`src/pee_pkg.sv`:
```
// Shared constants, node codes and controller/datapath interface types for the evaluator.
package pee_pkg;

	localparam int DATA_W         = 32;
	localparam int CFG_W          = 64;
	localparam int CFG_IDX_W      = 2;
	localparam int WORD_COUNT     = 4;
	localparam int CODE_W         = 4;
	localparam int STORE_NODES    = 64;
	localparam int NODE_IDX_W     = $clog2(STORE_NODES);
	localparam int MAX_NODES_DEF  = 64;

	// Node codes. Codes above CODE_MAX read as a leaf of value zero.
	localparam logic [CODE_W-1:0] CODE_X0  = 4'd0;
	localparam logic [CODE_W-1:0] CODE_Y0  = 4'd1;
	localparam logic [CODE_W-1:0] CODE_X1  = 4'd2;
	localparam logic [CODE_W-1:0] CODE_Y1  = 4'd3;
	localparam logic [CODE_W-1:0] CODE_K   = 4'd4;
	localparam logic [CODE_W-1:0] CODE_ADD = 4'd5;
	localparam logic [CODE_W-1:0] CODE_SUB = 4'd6;
	localparam logic [CODE_W-1:0] CODE_MUL = 4'd7;
	localparam logic [CODE_W-1:0] CODE_MIN = 4'd8;
	localparam logic [CODE_W-1:0] CODE_MAX = 4'd9;

	// Commands from the controller to the datapath.
	typedef struct packed {
		logic load;      // capture operands and empty the stack
		logic push;      // push the current operator node
		logic leaf;      // load the current leaf value into the accumulator
		logic set_left;  // park the accumulator as left operand of the top entry
		logic combine;   // apply the top operator to its left operand and the accumulator
		logic finish;    // register the result
		logic bad;       // the finished tree is malformed
	} pee_cmd_t;

	// Status from the datapath to the controller.
	typedef struct packed {
		logic is_op;
		logic empty;
		logic full;
		logic top_has_left;
	} pee_stat_t;

endpackage

```
`src/pee_ctrl.sv`:
```
// Sequencer that walks the prefix program one node per cycle, pausing after each leaf to fold finished subtrees.
module pee_ctrl #(
	parameter int MAX_NODES = pee_pkg::MAX_NODES_DEF,
	parameter int POS_W     = $clog2(MAX_NODES + 1)
) (
	input  logic               clk,
	input  logic               arst_n,
	input  logic               start,
	output logic               busy,
	output logic               done,
	input  pee_pkg::pee_stat_t stat,
	output pee_pkg::pee_cmd_t  cmd,
	output logic [POS_W-1:0]   node_pos
);
	import pee_pkg::*;

	localparam logic [1:0] S_IDLE   = 2'd0;
	localparam logic [1:0] S_FETCH  = 2'd1;
	localparam logic [1:0] S_REDUCE = 2'd2;

	logic [1:0]       state_q, state_d;
	logic [POS_W-1:0] pos_q, pos_d;
	logic             done_q;

	always_comb begin
		cmd     = '0;
		state_d = state_q;
		pos_d   = pos_q;
		case (state_q)
			S_IDLE: begin
				if (start) begin
					cmd.load = 1'b1;
					pos_d    = '0;
					state_d  = S_FETCH;
				end
			end
			S_FETCH: begin
				if (pos_q == POS_W'(MAX_NODES)) begin
					// The tree needs a node past the end of the store.
					cmd.finish = 1'b1;
					cmd.bad    = 1'b1;
					state_d    = S_IDLE;
				end else if (stat.is_op) begin
					if (stat.full) begin
						// Too many open operators to ever complete in the store.
						cmd.finish = 1'b1;
						cmd.bad    = 1'b1;
						state_d    = S_IDLE;
					end else begin
						cmd.push = 1'b1;
						pos_d    = pos_q + POS_W'(1);
					end
				end else begin
					cmd.leaf = 1'b1;
					pos_d    = pos_q + POS_W'(1);
					state_d  = S_REDUCE;
				end
			end
			S_REDUCE: begin
				if (stat.empty) begin
					cmd.finish = 1'b1;
					state_d    = S_IDLE;
				end else if (stat.top_has_left) begin
					cmd.combine = 1'b1;
				end else begin
					cmd.set_left = 1'b1;
					state_d      = S_FETCH;
				end
			end
			default: begin
				state_d = S_IDLE;
			end
		endcase
	end

	always_ff @(posedge clk or negedge arst_n) begin
		if (!arst_n) begin
			state_q <= S_IDLE;
			pos_q   <= '0;
			done_q  <= 1'b0;
		end else begin
			state_q <= state_d;
			pos_q   <= pos_d;
			done_q  <= cmd.finish;
		end
	end

	assign busy     = (state_q != S_IDLE);
	assign done     = done_q;
	assign node_pos = pos_q;

endmodule

```
`src/pee_datapath.sv`:
```
// Program store, operand registers, operator stack and ALU of the evaluator.
module pee_datapath #(
	parameter int MAX_NODES = pee_pkg::MAX_NODES_DEF,
	parameter int POS_W     = $clog2(MAX_NODES + 1)
) (
	input  logic                              clk,
	input  logic                              arst_n,
	input  logic                              cfg_we,
	input  logic [pee_pkg::CFG_IDX_W-1:0]     cfg_index,
	input  logic [pee_pkg::CFG_W-1:0]         cfg_data,
	input  logic [pee_pkg::DATA_W-1:0]        x_first,
	input  logic [pee_pkg::DATA_W-1:0]        x_second,
	input  logic [pee_pkg::DATA_W-1:0]        y_first,
	input  logic [pee_pkg::DATA_W-1:0]        y_second,
	input  logic [pee_pkg::DATA_W-1:0]        constant_value,
	input  pee_pkg::pee_cmd_t                 cmd,
	input  logic [POS_W-1:0]                  node_pos,
	output pee_pkg::pee_stat_t                stat,
	output logic [pee_pkg::DATA_W-1:0]        result_value,
	output logic                              malformed
);
	import pee_pkg::*;

	// A complete tree in MAX_NODES nodes never has more than MAX_NODES/2 open operators.
	localparam int STACK_DEPTH = (MAX_NODES / 2 > 2) ? MAX_NODES / 2 : 2;
	localparam int SIDX_W      = $clog2(STACK_DEPTH);
	localparam int SP_W        = $clog2(STACK_DEPTH + 1);

	logic [CFG_W-1:0]            prog_q [WORD_COUNT];
	logic [DATA_W-1:0]           x0_q, x1_q, y0_q, y1_q, k_q;
	logic [DATA_W-1:0]           acc_q;
	logic [DATA_W-1:0]           result_q;
	logic                        malformed_q;
	logic [SP_W-1:0]             sp_q;
	logic [CODE_W-1:0]           op_q   [STACK_DEPTH];
	logic [DATA_W-1:0]           left_q [STACK_DEPTH];
	logic                        hl_q   [STACK_DEPTH];

	logic [WORD_COUNT*CFG_W-1:0] prog_flat;
	logic [NODE_IDX_W-1:0]       node_idx;
	logic [CODE_W-1:0]           code;
	logic [DATA_W-1:0]           leaf_val;
	logic [SIDX_W-1:0]           top_idx;
	logic [SIDX_W-1:0]           push_idx;
	logic [CODE_W-1:0]           top_op;
	logic [DATA_W-1:0]           opa, opb, alu;
	logic [DATA_W-1:0]           prod;

	always_comb begin
		for (int w = 0; w < WORD_COUNT; w++) begin
			prog_flat[w*CFG_W +: CFG_W] = prog_q[w];
		end
	end

	assign node_idx = NODE_IDX_W'(node_pos);
	assign code     = prog_flat[{node_idx, 2'b00} +: CODE_W];

	always_comb begin
		case (code)
			CODE_X0: leaf_val = x0_q;
			CODE_Y0: leaf_val = y0_q;
			CODE_X1: leaf_val = x1_q;
			CODE_Y1: leaf_val = y1_q;
			CODE_K:  leaf_val = k_q;
			default: leaf_val = '0;
		endcase
	end

	assign top_idx  = SIDX_W'(sp_q - SP_W'(1));
	assign push_idx = SIDX_W'(sp_q);
	assign top_op   = op_q[top_idx];
	assign opa      = left_q[top_idx];
	assign opb      = acc_q;
	assign prod     = opa * opb;

	always_comb begin
		case (top_op)
			CODE_ADD: alu = opa + opb;
			CODE_SUB: alu = opa - opb;
			CODE_MUL: alu = prod;
			CODE_MIN: alu = ($signed(opa) <= $signed(opb)) ? opa : opb;
			CODE_MAX: alu = ($signed(opa) >= $signed(opb)) ? opa : opb;
			default:  alu = opb;
		endcase
	end

	assign stat.is_op        = (code inside {[CODE_ADD:CODE_MAX]});
	assign stat.empty        = (sp_q == '0);
	assign stat.full         = (sp_q == SP_W'(STACK_DEPTH));
	assign stat.top_has_left = hl_q[top_idx];

	// Program words, the stack pointer and the malformed flag carry reset state.
	always_ff @(posedge clk or negedge arst_n) begin
		if (!arst_n) begin
			for (int w = 0; w < WORD_COUNT; w++) begin
				prog_q[w] <= '0;
			end
			sp_q        <= '0;
			malformed_q <= 1'b0;
		end else begin
			if (cfg_we) begin
				prog_q[cfg_index] <= cfg_data;
			end
			if (cmd.load) begin
				sp_q <= '0;
			end else if (cmd.push) begin
				sp_q <= sp_q + SP_W'(1);
			end else if (cmd.combine) begin
				sp_q <= sp_q - SP_W'(1);
			end
			if (cmd.finish) begin
				malformed_q <= cmd.bad;
			end
		end
	end

	always_ff @(posedge clk) begin
		if (cmd.load) begin
			x0_q <= x_first;
			x1_q <= x_second;
			y0_q <= y_first;
			y1_q <= y_second;
			k_q  <= constant_value;
		end
		if (cmd.leaf) begin
			acc_q <= leaf_val;
		end else if (cmd.combine) begin
			acc_q <= alu;
		end
		if (cmd.push) begin
			op_q[push_idx] <= code;
			hl_q[push_idx] <= 1'b0;
		end else if (cmd.set_left) begin
			left_q[top_idx] <= acc_q;
			hl_q[top_idx]   <= 1'b1;
		end
		if (cmd.finish) begin
			result_q <= cmd.bad ? '0 : acc_q;
		end
	end

	assign result_value = result_q;
	assign malformed    = malformed_q;

endmodule

```
`src/prefix_expression_evaluator.sv`:
```
// Top level of the prefix expression evaluator: controller plus datapath.
// The sequencer reads one node per cycle while fetching; after each leaf it stops to reduce, and
// for each operator it first parks the left operand and later folds it with the right one on the ALU.
// One item is in work at a time; busy goes high once the start beat is registered and is low
// again in the result strobe cycle, which can already take the next start. The receiver cannot
// stall. Reset clears the program.
module prefix_expression_evaluator #(
	parameter int MAX_NODES = pee_pkg::MAX_NODES_DEF
) (
	input  logic                                 clk,
	input  logic                                 arst_n,
	input  logic                                 cfg_we,
	input  logic [pee_pkg::CFG_IDX_W-1:0]        cfg_index,
	input  logic [pee_pkg::CFG_W-1:0]            cfg_data,
	input  logic                                 start,
	output logic                                 busy,
	input  logic signed [pee_pkg::DATA_W-1:0]    x_first,
	input  logic signed [pee_pkg::DATA_W-1:0]    x_second,
	input  logic signed [pee_pkg::DATA_W-1:0]    y_first,
	input  logic signed [pee_pkg::DATA_W-1:0]    y_second,
	input  logic signed [pee_pkg::DATA_W-1:0]    constant_value,
	output logic                                 done,
	output logic signed [pee_pkg::DATA_W-1:0]    result_value,
	output logic                                 malformed
);
	import pee_pkg::*;

	localparam int POS_W = $clog2(MAX_NODES + 1);

	// The controller owns the node position and the state; the datapath owns the program,
	// the operand registers, the operator stack and the result registers. A result beat is
	// the single cycle in which done is high, with result_value and malformed alongside.
	pee_cmd_t         cmd;
	pee_stat_t        stat;
	logic [POS_W-1:0] node_pos;
	logic [DATA_W-1:0] result_raw;

	pee_ctrl #(
		.MAX_NODES (MAX_NODES),
		.POS_W     (POS_W)
	) u_ctrl (
		.clk      (clk),
		.arst_n   (arst_n),
		.start    (start),
		.busy     (busy),
		.done     (done),
		.stat     (stat),
		.cmd      (cmd),
		.node_pos (node_pos)
	);

	pee_datapath #(
		.MAX_NODES (MAX_NODES),
		.POS_W     (POS_W)
	) u_datapath (
		.clk            (clk),
		.arst_n         (arst_n),
		.cfg_we         (cfg_we),
		.cfg_index      (cfg_index),
		.cfg_data       (cfg_data),
		.x_first        (x_first),
		.x_second       (x_second),
		.y_first        (y_first),
		.y_second       (y_second),
		.constant_value (constant_value),
		.cmd            (cmd),
		.node_pos       (node_pos),
		.stat           (stat),
		.result_value   (result_raw),
		.malformed      (malformed)
	);

	// Two's complement wraparound is kept end to end; the port only reinterprets the bits.
	assign result_value = $signed(result_raw);

endmodule
```
`config.mk`:
```
export PLATFORM = sky130hd
export DESIGN_NAME = prefix_expression_evaluator
export DESIGN_NICKNAME = d
export VERILOG_FILES = /design/src/pee_pkg.sv /design/src/pee_ctrl.sv /design/src/pee_datapath.sv /design/src/prefix_expression_evaluator.sv
export SDC_FILE = /design/constraint.sdc
export NUM_CORES = 2
export LEC_CHECK = 0
export ABC_AREA = 1
export BUFFER_PORTS_ARGS = -buffer_cell sky130_fd_sc_hd__buf_2
export CAP_MARGIN = 40
export CORE_AREA = 3 3 402 503
export DETAILED_ROUTE_END_ITERATION = 10
export DIE_AREA = 0 0 405 506
export PLACE_DENSITY = 0.7
export SETUP_SLACK_MARGIN = 0.1
export SLEW_MARGIN = 10
export SYNTH_ARGS = -nofsm -noshare
export SYNTH_HDL_FRONTEND = slang
export SYNTH_HIERARCHICAL = 1
export SYNTH_SLANG_ARGS = --single-unit
```
`constraint.sdc`:
```
create_clock -name clk -period 12.77 [get_ports clk]
set_clock_uncertainty 0.15 [all_clocks]
set_input_delay 3.1925 -clock clk [delete_from_list [all_inputs] [get_ports clk]]
set_output_delay 3.1925 -clock clk [all_outputs]
set_load 0.02 [all_outputs]
```
==> metrics.md <==
| Metric | Value |
|---|---|
| Commonest non-fill, non-tap cell in the layout | `nand2_1` |
| Drt total wl | `281000 um` |
| Slew headroom | `36.0%` |
| Number of remaining DRC errors | `0` |
| H-tree depth | `4` |
| Core Region | `between 150000 and 200000 sq um` |
| CTS max path bufs | `3` |
| GRT Residual Overflow | `0` |
| Placer Congestion | `1.04` |
| Setup Viol. Count Final | `0` |
| Status | `completed` |
| Synth warnings | `6` |
| Synth Cell Area | `88900 sq um` |
| Total number of vias | `about 67000` |
| Post-CTS sizing | `0` |
| Critical Path End Type | `flop` |
| Die area | `roughly 200000 sq um` |
| Slowest stage delay, CP | `between 800 and 900 ps` |
| Layout cells sized above 1 | `8.73%` |
| Die W | `405 um` |
| CTS sink count | `roughly 1700` |
| WP buf/inv | `9` |
| Global-route wire length before repair | `418000 um` |
| Rows | `182` |
| Most area-consuming cells after synthesis | `edfxtp_1, nand2_1, fa_1` |
| Largest net degree at the start of global routing | `about 190` |
| Area growth syn-to-layout | `10.7%` |
| Final hold vios | `0` |
| Hold WS | `332 ps` |
| IO Port Bufs | `264` |
| CTS tree | `built` |
| Final nets | `9842` |
| Via density | `5.76` |
| Top-area cell type share of the netlist area | `47.6%` |
| Post-synth ARST share | `~16%` |
| Ports | `265` |
| EDFF count, synth | `roughly 1400` |
| Register area share after synthesis | `55.3%` |
| Final period util | `90.8%` |
| Max Fclk | `0.0862 GHz` |
| Mapped Cells | `between 8000 and 9000` |
| Setup WS post-layout | `1170 ps` |
| WP data arrival | `12010 ps` |
| Worst EP required | `13180 ps` |
| WL/cell | `24.0 um` |
| Antenna-violating nets left | `0` |
| Post-DP HPWL | `183000 um` |
| Mean Syn Cell Area | `10.0 sq um` |
| Clock Pin Slew Worst Setup and Hold Paths | `80 ps` |
| Die height | `slightly above 500 um` |
| Largest area contributor in the netlist | `edfxtp_1` |
| Max Cap Violations | `0` |
| RSZ-0062 raised after global routing | `false` |
| Overall Global Routing Usage | `a little over a quarter` |
| Most frequent cells in the layout | `nand2_1, edfxtp_1, nor2_1, inv_1, o21ai_0` |
| Hold-fix buffers, CTS | `0` |
| Final Cell Area | `98400 sq um` |
| Tmin final | `11600 ps` |
| Post-CTS setup buffers | `0` |
| Setup WS pre-CTS | `between 1000 and 1500 ps` |
| Syn_nets | `9695` |
| CP max stage cell | `dfrtp_4` |
| Worst-Skew Late Latency | `820 ps` |
| Yosys cell types | `63` |
| CTS buffer count | `157` |
| DR pass1 iterations | `6` |
| Initial DRC count | `7732` |
| Crit-path max FO | `127` |
| Yosys reg bits | `1681` |
| Worst-margin pin slew | `approximately 960 ps` |
| Critical path start-end classification | `reg -> reg` |
| Worst Hold Class | `reg -> reg` |
| Vias in the first global route | `a little under 70000` |
| Worst setup SP type | `flop` |
| FILL cells | `about 18000` |
| Initial antenna violation count | `16` |
| DP Area | `93200 sq um` |
| Setup_tns | `0 ps` |
| Top cell family by delay on the critical path | `adder cells` |
| Clock root cell | `clkbuf_16` |
| Final Slew Violations | `0` |
| Main flop type after synthesis | `edfxtp_1` |
| Initial Utilization | `45.1%` |
## flip-flops by register name (all words and copies together), names as in the netlist, 2 cells and up
name and cells:
u_datapath/sp_q 6, u_datapath/prog_flat 256, u_ctrl/state_q 2, u_datapath/y1_q 32, u_datapath/k_q 32, u_datapath/result_value 32, u_datapath/x1_q 32, u_datapath/acc_q 32
u_datapath/hl_q 32, u_datapath/left_q 1024, u_ctrl/node_pos 7, u_datapath/y0_q 32, u_datapath/op_q 128, u_datapath/x0_q 32
## worst reg2reg max path: cells and delay by family (launching register included)
family / cells / cell delay, ps
simple gates: 9 / 1150
flops: 1 / 830
compound gates: 8 / 1730
fa+ha+maj: 11 / 5020
xor+xnor: 1 / 160
buf+inv: 9 / 2320
## cells by family (layout without fill, tap and decap cells)
kind of cell | after synthesis | count (layout) | share of synthesized area, %
multiplexers | 14 | 14 | 0.159
AO/OA/AOI/OAI | 1364 | 1364 | 8.61
AND/OR/NAND/NOR | 3857 | 3857 | 17.4
adder cells (fa/ha/maj) | 607 | 607 | 12.0
XOR/XNOR | 45 | 45 | 0.452
other | 0 | 8 | 0
buffers and inverters | 1290 | 1560 | 6.13
flip-flops | 1681 | 1681 | 55.3
## routing by layer
metal	track usage [%]	part of all wire, %
met1	32.6	36
met2	45.0	48
met3	4.73	8.9
met4	17.8	7.6
met5	0	0.037
## per-stage QoR
stage,utilization (%),cells
floorplan,-,8858
global placement,47.1,11409
detailed placement,47.3,11420
CTS,49.8,11702
global route,49.9,11705
finish,49.9,11712
## final cells by class
class	instances	area, sq um	area share (%)
inverters	810	3080	3.14
repair buffers	468	3190	3.24
clock inverters	87	936	0.952
diodes	8	20.0	0.0204
flip-flops and latches	1681	49100	49.9
multi-input cells	5887	34600	35.2
well taps	2576	3220	3.28
clock buffers	195	4140	4.20
## final timing paths
path                                          startpoint                         to  slack (ps)  depth (start not counted)
min in group asynchronous                         arst_n  u_datapath/prog_flat[244]        2350                          1
worst min-delay path            u_datapath/prog_flat[10]   u_datapath/prog_flat[10]         330                          2
worst min register to register  u_datapath/prog_flat[10]   u_datapath/prog_flat[10]         330                          2
max in group asynchronous                         arst_n   u_datapath/prog_flat[22]        8820                          3
worst max register to register        u_datapath/sp_q[0]       u_datapath/acc_q[30]        1170                         38
worst max-delay path                  u_datapath/sp_q[0]       u_datapath/acc_q[30]        1170                         38
## cell usage after synthesis (all sizes together) (108+ instances only)
master and number:
buf 249, nand3 570, dfrtp 273, fa 410
clkbuf 231, o21ai 754, inv 795, o22ai 108
edfxtp 1408, nor2 915, ha 197, a21oi 283
nand2 2304
Power is left out: the tool's default activity adds up to more than one toggle a clock period on the data nets, which glitch-free logic cannot reach.
